### config.mk
export PLATFORM = sky130hd
export DESIGN_NAME = border_region_fill_unit_flat
export DESIGN_NICKNAME = d
export VERILOG_FILES = /design/src/rtl/brf_pkg.sv /design/src/rtl/brf_ifs.sv /design/src/rtl/brf_grow_unit.sv /design/src/rtl/brf_grid_mem.sv /design/src/rtl/brf_seq.sv /design/src/rtl/border_region_fill_unit.sv /design/src/flat_wrapper.sv
export VERILOG_INCLUDE_DIRS = /design/src /design/src/rtl
export SDC_FILE = /design/constraint.sdc
export NUM_CORES = 2
export LEC_CHECK = 0
export BUFFER_PORTS_ARGS = -buffer_cell sky130_fd_sc_hd__clkbuf_2
export CORE_UTILIZATION = 25
export DETAILED_ROUTE_END_ITERATION = 16
export SLEW_MARGIN = 20
export SYNTH_ARGS = -nofsm -noshare
export SYNTH_HDL_FRONTEND = slang
export SYNTH_SLANG_ARGS = --single-unit
### constraint.sdc
create_clock -name clock -period 11.58 [get_ports clock]
set_input_delay 0.579 -clock clock [delete_from_list [all_inputs] [get_ports clock]]
set_output_delay 0.579 -clock clock [all_outputs]
set_load 0.05 [all_outputs]
### src/rtl/border_region_fill_unit_assert.svh
// Assertion macros shared by the border region fill design.
`ifndef BORDER_REGION_FILL_UNIT_ASSERT_SVH
`define BORDER_REGION_FILL_UNIT_ASSERT_SVH

`ifndef NO_ASSERTIONS

// Same-cycle implication, ignored while reset is high.
`define BRF_ASSERT_IMP(label, clk, rst, ante, cons, msg) \
   label: assert property (@(posedge clk) disable iff (rst) (ante) |-> (cons)) \
      else $error(msg);

// Next-cycle implication, ignored while reset is high.
`define BRF_ASSERT_NXT(label, clk, rst, ante, cons, msg) \
   label: assert property (@(posedge clk) disable iff (rst) (ante) |=> (cons)) \
      else $error(msg);

`else

`define BRF_ASSERT_IMP(label, clk, rst, ante, cons, msg)
`define BRF_ASSERT_NXT(label, clk, rst, ante, cons, msg)

`endif

`endif

### src/rtl/brf_pkg.sv
// Shared constants and types of the border region fill design.
package brf_pkg;

   localparam int ROW_BITS_W   = 32;
   localparam int ROW_INDEX_W  = 5;
   localparam int CFG_W        = 6;
   localparam int CSR_INDEX_W  = 1;
   localparam int DEF_MAX_ROWS = 32;
   localparam int DEF_MAX_COLS = 32;

   localparam logic [CSR_INDEX_W-1:0] CSR_NUM_ROWS = 1'b0;
   localparam logic [CSR_INDEX_W-1:0] CSR_NUM_COLS = 1'b1;

   localparam logic [CFG_W-1:0] RESET_NUM_ROWS = 6'd32;
   localparam logic [CFG_W-1:0] RESET_NUM_COLS = 6'd32;

   typedef struct packed {
      logic open_we;
      logic reach_we;
      logic rd_en;
   } mem_ctl_type;

endpackage

### src/rtl/brf_ifs.sv
// Channel interfaces: input rows, result rows and register writes.
interface brf_req_if;
   logic                          valid;
   logic                          ready;
   logic [brf_pkg::ROW_BITS_W-1:0] row_bits;

   modport source (output valid, output row_bits, input ready);
   modport sink   (input valid, input row_bits, output ready);
endinterface

interface brf_rsp_if;
   logic                           valid;
   logic                           ready;
   logic [brf_pkg::ROW_BITS_W-1:0]  row_out;
   logic [brf_pkg::ROW_INDEX_W-1:0] row_index;
   logic                           last;

   modport source (output valid, output row_out, output row_index, output last, input ready);
   modport sink   (input valid, input row_out, input row_index, input last, output ready);
endinterface

interface brf_csr_if;
   logic                           valid;
   logic                           ready;
   logic [brf_pkg::CSR_INDEX_W-1:0] index;
   logic [brf_pkg::CFG_W-1:0]       data;

   modport source (output valid, output index, output data, input ready);
   modport sink   (input valid, input index, input data, output ready);
endinterface

### src/rtl/brf_grow_unit.sv
// Shared row unit: border seeding and one-step 4-connected growth of a row.
module brf_grow_unit #(
   parameter int ROW_W = 32
) (
   input  logic             seed_mode,
   input  logic             border_row,
   input  logic [ROW_W-1:0] col_mask,
   input  logic [ROW_W-1:0] edge_mask,
   input  logic [ROW_W-1:0] open_row,
   input  logic [ROW_W-1:0] cur_row,
   input  logic [ROW_W-1:0] prv_row,
   input  logic [ROW_W-1:0] nxt_row,
   output logic [ROW_W-1:0] grow_row,
   output logic             grew
);
   logic [ROW_W-1:0] border;
   logic [ROW_W-1:0] spread;
   logic [ROW_W-1:0] allowed;

   always_comb begin
      border  = border_row ? col_mask : edge_mask;
      allowed = open_row & col_mask;
      spread  = cur_row | (cur_row << 1) | (cur_row >> 1) | prv_row | nxt_row;
      if (seed_mode) begin
         grow_row = allowed & border;
      end else begin
         grow_row = allowed & spread;
      end
      grew = (grow_row != cur_row);
   end
endmodule

### src/rtl/brf_grid_mem.sv
// Grid storage: open-cell rows and reached-cell rows, registered reads.
module brf_grid_mem #(
   parameter int DEPTH = 32,
   parameter int ROW_W = 32,
   parameter int AW    = 5
) (
   input  logic                 clock,
   input  brf_pkg::mem_ctl_type ctl,
   input  logic [AW-1:0]        open_waddr,
   input  logic [ROW_W-1:0]     open_wdata,
   input  logic [AW-1:0]        open_raddr,
   input  logic [AW-1:0]        reach_waddr,
   input  logic [ROW_W-1:0]     reach_wdata,
   input  logic [AW-1:0]        reach_raddr_a,
   input  logic [AW-1:0]        reach_raddr_b,
   output logic [ROW_W-1:0]     open_rdata,
   output logic [ROW_W-1:0]     reach_rdata_a,
   output logic [ROW_W-1:0]     reach_rdata_b
);
   import brf_pkg::*;

   logic [ROW_W-1:0] open_mem  [DEPTH];
   logic [ROW_W-1:0] reach_mem [DEPTH];
   logic [ROW_W-1:0] open_rd_ff;
   logic [ROW_W-1:0] reach_a_ff;
   logic [ROW_W-1:0] reach_b_ff;

   always_ff @(posedge clock) begin
      if (ctl.open_we) begin
         open_mem[open_waddr] <= open_wdata;
      end
      if (ctl.reach_we) begin
         reach_mem[reach_waddr] <= reach_wdata;
      end
      if (ctl.rd_en) begin
         open_rd_ff <= open_mem[open_raddr];
         reach_a_ff <= reach_mem[reach_raddr_a];
         reach_b_ff <= reach_mem[reach_raddr_b];
      end
   end

   assign open_rdata    = open_rd_ff;
   assign reach_rdata_a = reach_a_ff;
   assign reach_rdata_b = reach_b_ff;
endmodule

### src/rtl/brf_seq.sv
// Sequencer: row loading, seed pass, propagation sweeps and row output.
`include "border_region_fill_unit_assert.svh"

module brf_seq #(
   parameter int MAX_ROWS = 32,
   parameter int ROW_W    = 32,
   parameter int AW       = 5
) (
   input  logic                  clock,
   input  logic                  reset,
   brf_req_if.sink               req_port,
   brf_rsp_if.source             rsp_port,
   brf_csr_if.sink               csr_port,
   output brf_pkg::mem_ctl_type  mem_ctl,
   output logic [AW-1:0]         open_waddr,
   output logic [ROW_W-1:0]      open_wdata,
   output logic [AW-1:0]         open_raddr,
   output logic [AW-1:0]         reach_waddr,
   output logic [ROW_W-1:0]      reach_wdata,
   output logic [AW-1:0]         reach_raddr_a,
   output logic [AW-1:0]         reach_raddr_b,
   input  logic [ROW_W-1:0]      open_rdata,
   input  logic [ROW_W-1:0]      reach_rdata_a,
   input  logic [ROW_W-1:0]      reach_rdata_b
);
   import brf_pkg::*;

   localparam int CW  = $clog2(MAX_ROWS + 1);
   localparam int IXW = AW + ROW_INDEX_W;

   localparam logic [2:0] S_LOAD     = 3'd0;
   localparam logic [2:0] S_SEED_RD  = 3'd1;
   localparam logic [2:0] S_SEED_WR  = 3'd2;
   localparam logic [2:0] S_SWP_RD   = 3'd3;
   localparam logic [2:0] S_SWP_WR   = 3'd4;
   localparam logic [2:0] S_OUT_RD   = 3'd5;
   localparam logic [2:0] S_OUT_LD   = 3'd6;
   localparam logic [2:0] S_OUT_HOLD = 3'd7;

   logic [2:0]       state_ff, state_in;
   logic [AW-1:0]    row_ff, row_in;
   logic [CW-1:0]    loaded_ff, loaded_in;
   logic [ROW_W-1:0] prv_ff, prv_in;
   logic             changed_ff, changed_in;
   logic [CFG_W-1:0] num_rows_ff, num_cols_ff;

   logic                   rsp_valid_ff, rsp_valid_in;
   logic [ROW_W-1:0]       rsp_row_ff, rsp_row_in;
   logic [ROW_INDEX_W-1:0] rsp_idx_ff, rsp_idx_in;
   logic                   rsp_last_ff, rsp_last_in;

   logic [6:0]       rows7, cols7, v_rows7, v_cols7;
   logic [CW-1:0]    rows_eff, rows_m1, slot_cnt, loaded_nxt, row_ext;
   logic [ROW_W-1:0] col_mask, edge_mask;
   logic             is_last, req_fire, rsp_fire, grid_done;
   logic [IXW-1:0]   idx_ext;

   logic             seed_mode;
   logic [ROW_W-1:0] nxt_row, grow_row;
   logic             grew;

   // Effective row and column counts after clamping the registers.
   always_comb begin
      v_rows7 = {1'b0, num_rows_ff};
      v_cols7 = {1'b0, num_cols_ff};
      if (v_rows7 == 7'd0) begin
         rows7 = 7'd1;
      end else if (v_rows7 > 7'(MAX_ROWS)) begin
         rows7 = 7'(MAX_ROWS);
      end else begin
         rows7 = v_rows7;
      end
      if (v_cols7 == 7'd0) begin
         cols7 = 7'd1;
      end else if (v_cols7 > 7'(ROW_W)) begin
         cols7 = 7'(ROW_W);
      end else begin
         cols7 = v_cols7;
      end
      rows_eff = CW'(rows7);
      rows_m1  = rows_eff - CW'(1);
      for (int i = 0; i < ROW_W; i++) begin
         col_mask[i]  = (7'(i) < cols7);
         edge_mask[i] = (i == 0) || (7'(i) == (cols7 - 7'd1));
      end
   end

   assign row_ext    = CW'(row_ff);
   assign is_last    = (row_ext == rows_m1);
   assign slot_cnt   = (loaded_ff >= rows_eff) ? rows_m1 : loaded_ff;
   assign loaded_nxt = slot_cnt + CW'(1);
   assign grid_done  = (loaded_nxt >= rows_eff);
   assign idx_ext    = IXW'(row_ff);

   assign req_port.ready = (state_ff == S_LOAD);
   assign req_fire       = req_port.valid && req_port.ready;
   assign rsp_fire       = rsp_valid_ff && rsp_port.ready;
   assign csr_port.ready = 1'b1;

   assign rsp_port.valid     = rsp_valid_ff;
   assign rsp_port.row_out   = ROW_BITS_W'(rsp_row_ff);
   assign rsp_port.row_index = rsp_idx_ff;
   assign rsp_port.last      = rsp_last_ff;

   // The row below is absent on the last row of the grid.
   assign nxt_row = is_last ? '0 : reach_rdata_b;

   brf_grow_unit #(
      .ROW_W (ROW_W)
   ) u_grow (
      .seed_mode  (seed_mode),
      .border_row ((row_ff == '0) || is_last),
      .col_mask   (col_mask),
      .edge_mask  (edge_mask),
      .open_row   (open_rdata),
      .cur_row    (reach_rdata_a),
      .prv_row    (prv_ff),
      .nxt_row    (nxt_row),
      .grow_row   (grow_row),
      .grew       (grew)
   );

   assign open_waddr    = slot_cnt[AW-1:0];
   assign open_wdata    = req_port.row_bits[ROW_W-1:0] & col_mask;
   assign open_raddr    = row_ff;
   assign reach_waddr   = row_ff;
   assign reach_wdata   = grow_row;
   assign reach_raddr_a = row_ff;
   assign reach_raddr_b = row_ff + AW'(1);

   always_comb begin
      state_in     = state_ff;
      row_in       = row_ff;
      loaded_in    = loaded_ff;
      prv_in       = prv_ff;
      changed_in   = changed_ff;
      rsp_valid_in = rsp_valid_ff;
      rsp_row_in   = rsp_row_ff;
      rsp_idx_in   = rsp_idx_ff;
      rsp_last_in  = rsp_last_ff;
      mem_ctl      = '0;
      seed_mode    = 1'b0;
      case (state_ff)
         S_LOAD: begin
            if (req_fire) begin
               mem_ctl.open_we = 1'b1;
               loaded_in       = loaded_nxt;
               if (grid_done) begin
                  row_in   = '0;
                  state_in = S_SEED_RD;
               end
            end
         end
         S_SEED_RD: begin
            mem_ctl.rd_en = 1'b1;
            state_in      = S_SEED_WR;
         end
         S_SEED_WR: begin
            seed_mode        = 1'b1;
            mem_ctl.reach_we = 1'b1;
            if (is_last) begin
               row_in     = '0;
               prv_in     = '0;
               changed_in = 1'b0;
               state_in   = S_SWP_RD;
            end else begin
               row_in   = row_ff + AW'(1);
               state_in = S_SEED_RD;
            end
         end
         S_SWP_RD: begin
            mem_ctl.rd_en = 1'b1;
            state_in      = S_SWP_WR;
         end
         S_SWP_WR: begin
            mem_ctl.reach_we = 1'b1;
            prv_in           = grow_row;
            changed_in       = changed_ff || grew;
            if (is_last) begin
               row_in     = '0;
               prv_in     = '0;
               changed_in = 1'b0;
               // Another sweep only when this one grew the reached set.
               state_in   = (changed_ff || grew) ? S_SWP_RD : S_OUT_RD;
            end else begin
               row_in   = row_ff + AW'(1);
               state_in = S_SWP_RD;
            end
         end
         S_OUT_RD: begin
            mem_ctl.rd_en = 1'b1;
            state_in      = S_OUT_LD;
         end
         S_OUT_LD: begin
            rsp_valid_in = 1'b1;
            rsp_row_in   = reach_rdata_a & col_mask;
            rsp_idx_in   = idx_ext[ROW_INDEX_W-1:0];
            rsp_last_in  = is_last;
            state_in     = S_OUT_HOLD;
         end
         S_OUT_HOLD: begin
            if (rsp_fire) begin
               rsp_valid_in = 1'b0;
               if (is_last) begin
                  loaded_in = '0;
                  row_in    = '0;
                  state_in  = S_LOAD;
               end else begin
                  row_in   = row_ff + AW'(1);
                  state_in = S_OUT_RD;
               end
            end
         end
         default: begin
            state_in = S_LOAD;
         end
      endcase
   end

   always_ff @(posedge clock) begin
      if (reset) begin
         state_ff     <= S_LOAD;
         row_ff       <= '0;
         loaded_ff    <= '0;
         changed_ff   <= 1'b0;
         rsp_valid_ff <= 1'b0;
         num_rows_ff  <= RESET_NUM_ROWS;
         num_cols_ff  <= RESET_NUM_COLS;
      end else begin
         state_ff     <= state_in;
         row_ff       <= row_in;
         loaded_ff    <= loaded_in;
         changed_ff   <= changed_in;
         rsp_valid_ff <= rsp_valid_in;
         if (csr_port.valid && csr_port.ready) begin
            case (csr_port.index)
               CSR_NUM_ROWS: num_rows_ff <= csr_port.data;
               CSR_NUM_COLS: num_cols_ff <= csr_port.data;
               default: begin
               end
            endcase
         end
      end
   end

   always_ff @(posedge clock) begin
      prv_ff      <= prv_in;
      rsp_row_ff  <= rsp_row_in;
      rsp_idx_ff  <= rsp_idx_in;
      rsp_last_ff <= rsp_last_in;
   end

   `BRF_ASSERT_IMP(a_no_load_while_out, clock, reset, req_port.ready, !rsp_valid_ff, "input taken while a result is pending")
   `BRF_ASSERT_NXT(a_done_starts_seed, clock, reset, req_fire && grid_done, state_ff == S_SEED_RD, "completed grid did not start the seed pass")
   `BRF_ASSERT_IMP(a_reach_we_states, clock, reset, mem_ctl.reach_we, (state_ff == S_SEED_WR) || (state_ff == S_SWP_WR), "reached rows written outside a pass")
   `BRF_ASSERT_NXT(a_last_ends_grid, clock, reset, rsp_fire && rsp_last_ff, (state_ff == S_LOAD) && (loaded_ff == '0), "grid not closed after its last row")
endmodule

### src/rtl/border_region_fill_unit.sv
// Top level of the border region fill block: sequencer and grid storage.
//
// Rows of a binary grid arrive on req_port, one item per row, bit c = column c,
// 1 for an open cell. Ready stays high while the rows of a grid are loaded.
// After the row that completes the grid (num_rows rows, register 0), the block
// drops ready and runs a seed pass and then propagation sweeps over the rows
// stored in memory. Each pass reads a row from the registered row memories,
// then writes back the row that the shared row unit computes. Sweeps repeat
// until one grows nothing. Results leave on rsp_port, one item per row with
// its index, last set on the final row; each row is read, loaded into the
// output register and held, valid and the row staying put until ready is
// seen. Only open cells that are 4-connected to an open border cell stay
// open. Input is taken again after the last row has been delivered.
// Registers on csr_port: index 0 num_rows, index 1 num_cols; both reset to 32.
// Reset returns to loading row 0; no memory clearing pass is needed since
// every stored row is written before it is read.
module border_region_fill_unit #(
   parameter int MAX_ROWS = brf_pkg::DEF_MAX_ROWS,
   parameter int MAX_COLS = brf_pkg::DEF_MAX_COLS
) (
   input  logic       clock,
   input  logic       reset,
   brf_req_if.sink    req_port,
   brf_rsp_if.source  rsp_port,
   brf_csr_if.sink    csr_port
);
   import brf_pkg::*;

   localparam int ROW_W = (MAX_COLS < ROW_BITS_W) ? MAX_COLS : ROW_BITS_W;
   localparam int AW    = (MAX_ROWS > 1) ? $clog2(MAX_ROWS) : 1;

   mem_ctl_type      mem_ctl;
   logic [AW-1:0]    open_waddr, open_raddr, reach_waddr, reach_raddr_a, reach_raddr_b;
   logic [ROW_W-1:0] open_wdata, reach_wdata, open_rdata, reach_rdata_a, reach_rdata_b;

   brf_seq #(
      .MAX_ROWS (MAX_ROWS),
      .ROW_W    (ROW_W),
      .AW       (AW)
   ) u_seq (
      .clock         (clock),
      .reset         (reset),
      .req_port      (req_port),
      .rsp_port      (rsp_port),
      .csr_port      (csr_port),
      .mem_ctl       (mem_ctl),
      .open_waddr    (open_waddr),
      .open_wdata    (open_wdata),
      .open_raddr    (open_raddr),
      .reach_waddr   (reach_waddr),
      .reach_wdata   (reach_wdata),
      .reach_raddr_a (reach_raddr_a),
      .reach_raddr_b (reach_raddr_b),
      .open_rdata    (open_rdata),
      .reach_rdata_a (reach_rdata_a),
      .reach_rdata_b (reach_rdata_b)
   );

   brf_grid_mem #(
      .DEPTH (MAX_ROWS),
      .ROW_W (ROW_W),
      .AW    (AW)
   ) u_mem (
      .clock         (clock),
      .ctl           (mem_ctl),
      .open_waddr    (open_waddr),
      .open_wdata    (open_wdata),
      .open_raddr    (open_raddr),
      .reach_waddr   (reach_waddr),
      .reach_wdata   (reach_wdata),
      .reach_raddr_a (reach_raddr_a),
      .reach_raddr_b (reach_raddr_b),
      .open_rdata    (open_rdata),
      .reach_rdata_a (reach_rdata_a),
      .reach_rdata_b (reach_rdata_b)
   );
endmodule

### src/flat_wrapper.sv
// flat-port wrapper written by rule: the top's interface ports become plain ports
module border_region_fill_unit_flat import brf_pkg::*;
#(
   parameter int MAX_ROWS = brf_pkg::DEF_MAX_ROWS,
   parameter int MAX_COLS = brf_pkg::DEF_MAX_COLS
)
  (clock, reset, req_port_valid, req_port_row_bits, req_port_ready, rsp_port_valid, rsp_port_row_out, rsp_port_row_index, rsp_port_last, rsp_port_ready, csr_port_valid, csr_port_index, csr_port_data, csr_port_ready);
  brf_req_if req_port_i ();
  brf_rsp_if rsp_port_i ();
  brf_csr_if csr_port_i ();
  input  logic clock;
  input  logic reset;
  input wire logic [$bits(req_port_i.valid)-1:0] req_port_valid;
  input wire logic [$bits(req_port_i.row_bits)-1:0] req_port_row_bits;
  output wire logic [$bits(req_port_i.ready)-1:0] req_port_ready;
  output wire logic [$bits(rsp_port_i.valid)-1:0] rsp_port_valid;
  output wire logic [$bits(rsp_port_i.row_out)-1:0] rsp_port_row_out;
  output wire logic [$bits(rsp_port_i.row_index)-1:0] rsp_port_row_index;
  output wire logic [$bits(rsp_port_i.last)-1:0] rsp_port_last;
  input wire logic [$bits(rsp_port_i.ready)-1:0] rsp_port_ready;
  input wire logic [$bits(csr_port_i.valid)-1:0] csr_port_valid;
  input wire logic [$bits(csr_port_i.index)-1:0] csr_port_index;
  input wire logic [$bits(csr_port_i.data)-1:0] csr_port_data;
  output wire logic [$bits(csr_port_i.ready)-1:0] csr_port_ready;
  assign req_port_i.valid = req_port_valid;
  assign req_port_i.row_bits = req_port_row_bits;
  assign req_port_ready = req_port_i.ready;
  assign rsp_port_valid = rsp_port_i.valid;
  assign rsp_port_row_out = rsp_port_i.row_out;
  assign rsp_port_row_index = rsp_port_i.row_index;
  assign rsp_port_last = rsp_port_i.last;
  assign rsp_port_i.ready = rsp_port_ready;
  assign csr_port_i.valid = csr_port_valid;
  assign csr_port_i.index = csr_port_index;
  assign csr_port_i.data = csr_port_data;
  assign csr_port_ready = csr_port_i.ready;
  border_region_fill_unit #(.MAX_ROWS(MAX_ROWS), .MAX_COLS(MAX_COLS)) u_core (.clock(clock), .reset(reset), .req_port(req_port_i), .rsp_port(rsp_port_i), .csr_port(csr_port_i));
endmodule
Word level (Yosys, flattened, before mapping)
Memories as Yosys holds them, arrays and structs flattened. A register that Yosys moved wholly into a read port is not among the register bits.
Index checks and enable logic that the tools add are counted.
{ "word_totals": {"reg_bits": 98, "ram_bits": 2048, "out_inout_bits": 41, "wordCells": 171, "n_memories": 2} }
{ "mem_list": {"columns": ["name", "words", "word_bits", "read_ports", "rd_ports_with_merged_regs", "write_ports", "line", "source"], "rows": [
  ["u_core.u_mem.open_mem", 32, 32, 1, 1, 1, "brf_grid_mem.sv:22", "logic [ROW_W-1:0] open_mem [DEPTH];"],
  ["u_core.u_mem.reach_mem", 32, 32, 2, 2, 1, "brf_grid_mem.sv:23", "logic [ROW_W-1:0] reach_mem [DEPTH];"]
]} }
{ "classes": {"add_sub_neg": 4, "magnitude_cmp": 36, "eq_ne": 45, "muxes": 42, "bitwise_logic": 10, "n_reduce_logical": 21} }
{ "ops": {"columns": ["operator", "n"], "rows": [
  ["32-bit AND", 5],
  ["32-bit 2-to-1 mux", 5],
  ["5-bit by 7-bit == test with 1-bit output (first input constant)", 16],
  ["5-bit by 7-bit less-than comparator with 1-bit output (first input constant)", 16],
  ["32-bit OR", 3],
  ["32-bit one-hot mux with 2 select lines", 1],
  ["4-bit by 7-bit == test with 1-bit output (first input constant)", 8],
  ["4-bit by 7-bit less-than comparator with 1-bit output (first input constant)", 8],
  ["6-bit 2-to-1 mux", 7],
  ["32-bit inequality test", 1],
  ["32-bit by 31-bit OR with 32-bit output", 1],
  ["3-bit by 7-bit == test with 1-bit output (first input constant)", 4],
  ["3-bit by 7-bit less-than comparator with 1-bit output (first input constant)", 4],
  ["3-bit one-hot mux with 8 select lines", 1],
  ["5-bit 2-to-1 mux", 4],
  ["3-bit 2-to-1 mux", 6],
  ["5-bit one-hot mux with 3 select lines", 1],
  ["2-bit by 7-bit == test with 1-bit output (first input constant)", 2],
  ["1-bit by 7-bit less-than comparator with 1-bit output (first input constant)", 2],
  ["2-bit by 7-bit less-than comparator with 1-bit output (first input constant)", 2],
  ["3-bit == test (second input constant)", 4],
  ["6-bit >= comparator", 2],
  ["6-bit > comparator (second input constant)", 2],
  ["6-bit logical NOT", 2],
  ["27 further kinds", 51]
]} }

Longest topological paths before layout
{ "depth": {"ltp_word": 14, "ltp_mapped": 24, "ltp_nobuf": 24} }

By module
A second synthesis with hierarchy kept.
{ "unflattened": {"hier_cells": 6560, "hier_area_um2": 98617.1} }
{ "by_module_without_submodules": {"columns": ["module", "instances", "cells_per_inst", "area_per_inst_um2"], "rows": [
  ["brf_grid_mem", 1, 5710, 91562.8],
  ["brf_seq", 1, 590, 5562.8],
  ["brf_grow_unit", 1, 260, 1491.4]
]} }

Worst setup path after synthesis
No wires, ideal clock.
{ "synth_path": {"path_type": "reg2reg", "startpoint": "register u_core.u_seq.state_ff[2]", "endpoint": "register u_core.u_mem.open_rd_ff[0] (netlist: u_core.u_mem.open_rdata[0]), read port of u_core.u_mem.open_mem (enable)", "t_arrival_ns": 4.659, "required_time_ns": 11.029, "slack_ns": 6.370, "stages_incl_launch_ff": 4, "path_buffers": 1, "cell_sequence": "dfxtp_1 -> clkbuf_1 -> and2_1 -> nor2_1"} }
{ "synth_lines": {"columns": ["item", "line", "source"], "rows": [
  ["from (decl)", "brf_seq.sv:40", "logic [2:0] state_ff, state_in;"],
  ["from (signal assigned)", "brf_seq.sv:230", "state_ff <= state_in;"],
  ["to (decl)", "brf_grid_mem.sv:24", "logic [ROW_W-1:0] open_rd_ff;"]
]} }

Final worst setup path
{ "layout_path": {"startpoint": "register u_core.u_seq.num_rows_ff[3]", "endpoint": "register u_core.u_seq.row_ff[0] (netlist: u_core.u_seq.open_raddr[0])"} }
{ "layout_via": {"elab_chain_len": 9} }
{ "layout_lines": {"columns": ["item", "line", "source"], "rows": [
  ["from (decl)", "brf_seq.sv:45", "logic [CFG_W-1:0] num_rows_ff, num_cols_ff;"],
  ["from (signal assigned)", "brf_seq.sv:237", "CSR_NUM_ROWS: num_rows_ff <= csr_port.data;"],
  ["6-bit > comparator", "brf_seq.sv:68", "end else if (v_rows7 > 7'(MAX_ROWS)) begin"],
  ["6-bit 2-to-1 mux", "brf_seq.sv:68", null],
  ["6-bit 2-to-1 mux *", "brf_seq.sv:66", "if (v_rows7 == 7'd0) begin"],
  ["6-bit by 1-bit subtractor with 6-bit output / 6-bit >= comparator (equally long branches)", "brf_seq.sv:81, brf_seq.sv:90", null],
  ["6-bit 2-to-1 mux", "brf_seq.sv:90", "assign slot_cnt = (loaded_ff >= rows_eff) ? rows_m1 : loaded_ff;"],
  ["6-bit by 1-bit adder with 6-bit output", "brf_seq.sv:91", "assign loaded_nxt = slot_cnt + CW'(1);"],
  ["6-bit >= comparator", "brf_seq.sv:92", "assign grid_done = (loaded_nxt >= rows_eff);"],
  ["2-bit by 1-bit inequality test with 1-bit output (no source line)", null, null],
  ["4-bit AND reduction (no source line)", null, null],
  ["to (signal assigned)", "brf_seq.sv:231", "row_ff <= row_in;"],
  ["to (decl)", "brf_seq.sv:41", "logic [AW-1:0] row_ff, row_in;"]
]} }
Mark *: on every way between the ends. The rest lies on a longest branch, timed or not. The select of a mux whose other input is x is not followed.
A chain may end at the register's enable or synchronous reset.

==> impl_metrics.toml <==
[routing]
number_of_detailed_route_iterations_in_the_first_pass = 6
initialDrtViolationCount = 7301
post-route-drc-count = 0
route.layer.met1.wl_mm = 115
wl_met2_mm = 134
wire_per_inst_um = 29.4
vias = 51100
dr.max_layer_used = "met4"
dr_wl_met3_mm = 28.9
detail-route-antenna-nets = 0
wirelength_mm = 289
viasPerCell = 5.20

[pwr]
post-layout-total-power_uw = 16800
net-switching-power_uw = 3640
seq_power_share = 0.545
clkPwrFrac = 0.415
cell_internal_pwr_uw = 13100
pwr_density_cell_nw_per_um2 = 154
power.static_leakage_uw = 0.0317
worst_ir_drop_on_vdd_uv = 136
power_switching_share = 0.217
logic_pwr_share = 0.041

[grt]
via_count_of_the_first_global_routing_pass = 50500
grt_max_degree = 139
gr-usage-all-layers = 0.148
grt_overflow_total = 0
grt_pass1_wl_mm = 401
initial_antenna_violation_count = 28

[place]
dpl_cell_area_um2 = 102000
place.detailed.instances = 9406
io_buffer_count = 83
gpl.final_weighted_congestion = 0.904
hpwlAfterDp_mm = 170

[synth]
post_synth_and_or_nand_nor_area_fraction = 0.0296
synth_top_family_by_area = "multiplexers"
syn-cell-area_um2 = 94200
synth_xor_xnor_area_share = 0.00283
yosys-mux-area-fraction = 0.205
synth_area_leaders = "sky130_fd_sc_hd__edfxtp_1 (71%), sky130_fd_sc_hd__mux4_2 (20%), sky130_fd_sc_hd__a22oi_1 (2.1%), sky130_fd_sc_hd__clkbuf_1 (0.80%), sky130_fd_sc_hd__dfxtp_1 (0.60%)"
synth-seq-cells = 2242
yosys.area.top_type_share = 0.706
postSynthNetCount = 4540
yosys.area_share.adder = 0.00279
share_of_the_synthesized_area_in_compound_gates_ao_oa_aoi_oai = 0.0346
synth_largest_area_cell = "sky130_fd_sc_hd__edfxtp_1"
synth.top_cells.by_count = "sky130_fd_sc_hd__edfxtp_1 (2214), sky130_fd_sc_hd__mux4_2 (832), sky130_fd_sc_hd__a22oi_1 (261)"
synth_edf_count = 2214
dominantRegCellSynth = "sky130_fd_sc_hd__edfxtp_1"
yosys.cell_count.top_type = "sky130_fd_sc_hd__edfxtp_1"
synth_area_per_cell_um2 = 21.0
synthesis.yosys.warnings = 0
synth_cells = 4475
synth_cell_types = 85
synthArstFlopShare = 0
seq_area_frac_synth = 0.712

[clock_tree]
cts-buffers-inserted = 221
ctsHtreeMaxLevel = 4
clock-sinks = 2242
cts-root-buf = "sky130_fd_sc_hd__clkbuf_16"
ctsResizeCount = 0
insertion_delay_ns = 0.91
cts_buffer_depth = 4
cts.reportedPaths.clkPinSlew_ns = 0.06
tritoncts = "done"

[timing]
finalSetupViolations = 0
final_min_period_over_clock_period = 0.522
clock_period_minus_worst_slack_ns = 6.04
worst_slew_margin = 0.225
max_slew.worst_pin.slew_ns = 1.16
finalMaxSlewViolations = 0
finalHoldViolCount = 0
tns_ns = 0
rsz0062_at_grt = "no"
timing.clock.skew_ns = 0.0990
timing.fmax_mhz = 166

[final_layout]
final_layout_size_suffix_gt1_frac = 0.318
layout.cell_area.non_filler_um2 = 109000
area_growth_pct = 15.8
finalNonFillerCells = 9830
finalNetCount = 4737

[setup_path]
end_kind = "register"
nature_of_the_critical_path_startpoint = "register"
timing.critical_path.required_ns = 12.32
worstSetupPathType = "reg -> reg"
critical_path.slowest_cell = "sky130_fd_sc_hd__mux2i_1"
critical-path-max-stage-delay_ns = 0.51
cp_data_arrival_time_ns = 6.78
critical_path.most_common_cell = "sky130_fd_sc_hd__a21o_1"
timing.critical_path.cells = "nor4_1 > o21ai_0 > inv_1 > ha_1 > nand2b_1 > a21o_1 > a21o_1 > a21o_1 > a21o_1 > a21oi_2 > mux2i_1 > inv_1 > ha_1 > ha_1 > a21o_1 > a21o_1 > a21o_1 > a21o_1 > a21oi_1 > o21ai_0 > o21ai_1 > nor3_1 > a21oi_1 > nor2_1"
crit_fanout = 10

[hold_path]
hp-class = "in -> reg"

[die]
fp.dieArea_um2 = 379000
die-height_um = 616
io_pins = 85
design.core.area_um2 = 374000
core.rowCount = 224
die-width_um = 616
initial_utilization = 0.252

[run_status]
outcome = "complete, no violations"

[job]
timing.max_cap.violations = 0
[power groups by stage]
stage               clock, µW  sequential (µW)  combinational [µW]
global placement            0             9290                 644
CTS                      7050             9120                 674
finish                   6950             9120                 680
detailed placement          0             9300                 669
global route             7340             9130                 718
floorplan                   0             9270                 328
[cell type report]
class | count | area [µm²]
clock buffer | 274 | 5800
fill | 36100 | 265000
clock inverter | 119 | 977
timing repair buffer | 261 | 2170
tap | 4972 | 6220
sequential | 2242 | 67100
antenna | 16 | 40.0
inverter | 39 | 146
multi-input combinational | 1907 | 26600
[stage by stage]
step           worst slack [ns]  utilization  hold slack [ns]
2_1_floorplan              6.37            -            0.406
3_3_place_gp               5.66        0.272            0.498
3_5_place_dp               5.68        0.273            0.503
4_1_cts                    5.61        0.292           0.0527
5_1_grt                    5.21        0.292           0.0901
6_report                   5.54        0.292            0.116
[layer usage]
| metal | vias up | track usage |
|---|---|---|
| li1 | 19700 | - |
| met1 | 27800 | 0.204 |
| met4 | 0 | 0.0485 |
| met2 | 3072 | 0.233 |
| met5 | - | 0 |
| met3 | 537 | 0.0308 |
[critical path, delay by kind of cell, from the launching register on]
kind | cells | cell delay [ns]
flip-flops | 1 | 0.46
multiplexers | 1 | 0.51
buffers and inverters | 2 | 0.31
adder cells (fa/ha/maj) | 3 | 0.96
AO/OA/AOI/OAI | 14 | 3.22
AND/OR/NAND/NOR | 4 | 0.41
[cells by family (layout without fill, tap and decap cells)]
logic type,after synthesis,after routing
AOI/OAI and AO/OA,444,444
adders and majority gates,21,21
other,1,17
xor gates and xnor gates,28,28
buffers and inverters,326,693
muxes,880,880
DFF,2242,2242
and+or+nand+nor,533,533
[registers in the layout (all words and copies together), names as in the netlist, 3 cells and up]
signal / cells
u_core.u_seq.rsp_port.row_out: 32
u_core.u_seq.num_cols_ff: 6
u_core.u_seq.state_ff: 3
u_core.u_seq.prv_ff: 32
u_core.u_seq.loaded_ff: 6
u_core.u_seq.num_rows_ff: 6
u_core.u_mem.reach_rdata_a: 32
u_core.u_seq.open_raddr: 5
u_core.u_mem.reach_mem: 1024
u_core.u_seq.rsp_port.row_index: 5
u_core.u_mem.reach_rdata_b: 32
u_core.u_mem.open_mem: 1024
u_core.u_mem.open_rdata: 32
[cells in the final DEF (no fill, tap or decap), types with 8 or more instances in the layout]
master,Yosys,final
sky130_fd_sc_hd__nand3_1,20,20
sky130_fd_sc_hd__a31oi_1,8,8
sky130_fd_sc_hd__clkinv_2,0,40
sky130_fd_sc_hd__and2_1,46,43
sky130_fd_sc_hd__nand2_1,86,86
sky130_fd_sc_hd__or4_1,17,17
sky130_fd_sc_hd__clkbuf_1,201,48
sky130_fd_sc_hd__nand2b_1,19,19
sky130_fd_sc_hd__nor2_4,0,68
sky130_fd_sc_hd__xnor2_1,13,12
sky130_fd_sc_hd__or3_1,16,16
sky130_fd_sc_hd__ha_1,21,20
sky130_fd_sc_hd__o21ai_0,25,24
sky130_fd_sc_hd__nand4_1,67,67
sky130_fd_sc_hd__clkinv_1,0,51
sky130_fd_sc_hd__clkbuf_2,0,83
sky130_fd_sc_hd__inv_1,39,39
sky130_fd_sc_hd__mux4_2,832,832
sky130_fd_sc_hd__nor3_1,29,23
sky130_fd_sc_hd__buf_12,0,27
sky130_fd_sc_hd__bufinv_16,0,15
sky130_fd_sc_hd__nor2b_1,38,30
sky130_fd_sc_hd__dfxtp_1,28,26
sky130_fd_sc_hd__a211o_1,8,8
sky130_fd_sc_hd__a22oi_1,261,261
sky130_fd_sc_hd__nor2_1,142,73
sky130_fd_sc_hd__a21oi_1,56,53
sky130_fd_sc_hd__buf_4,2,133
sky130_fd_sc_hd__a21o_1,14,14
sky130_fd_sc_hd__mux2_2,36,36
sky130_fd_sc_hd__diode_2,0,16
sky130_fd_sc_hd__edfxtp_1,2214,2214
sky130_fd_sc_hd__clkbuf_16,0,223
sky130_fd_sc_hd__dlygate4sd3_1,0,12
sky130_fd_sc_hd__mux2i_1,12,12
sky130_fd_sc_hd__xor2_1,13,11
sky130_fd_sc_hd__nor4_1,10,10
[repair_timing]
item	in CTS	in global routing
setup buffers	0	0
hold endpoints to repair	13	0
hold buffers	12	0
[final timing paths]
kind	depth (start not counted)	slack, ns	to	from
hold / removal	3	0.12	u_core.u_seq.num_cols_ff[5]$_SDFFE_PP1P_	csr_port_index
hold reg to reg	2	0.52	u_core.u_seq.changed_ff$_SDFFE_PP0P_	u_core.u_seq.changed_ff$_SDFFE_PP0P_
setup / recovery	24	5.54	u_core.u_seq.open_raddr[0]$_SDFFE_PP0P_	u_core.u_seq.num_rows_ff[3]$_SDFFE_PP0P_
setup reg to reg	24	5.54	u_core.u_seq.open_raddr[0]$_SDFFE_PP0P_	u_core.u_seq.num_rows_ff[3]$_SDFFE_PP0P_
No activity file was read; power rests on OpenSTA's default activity.
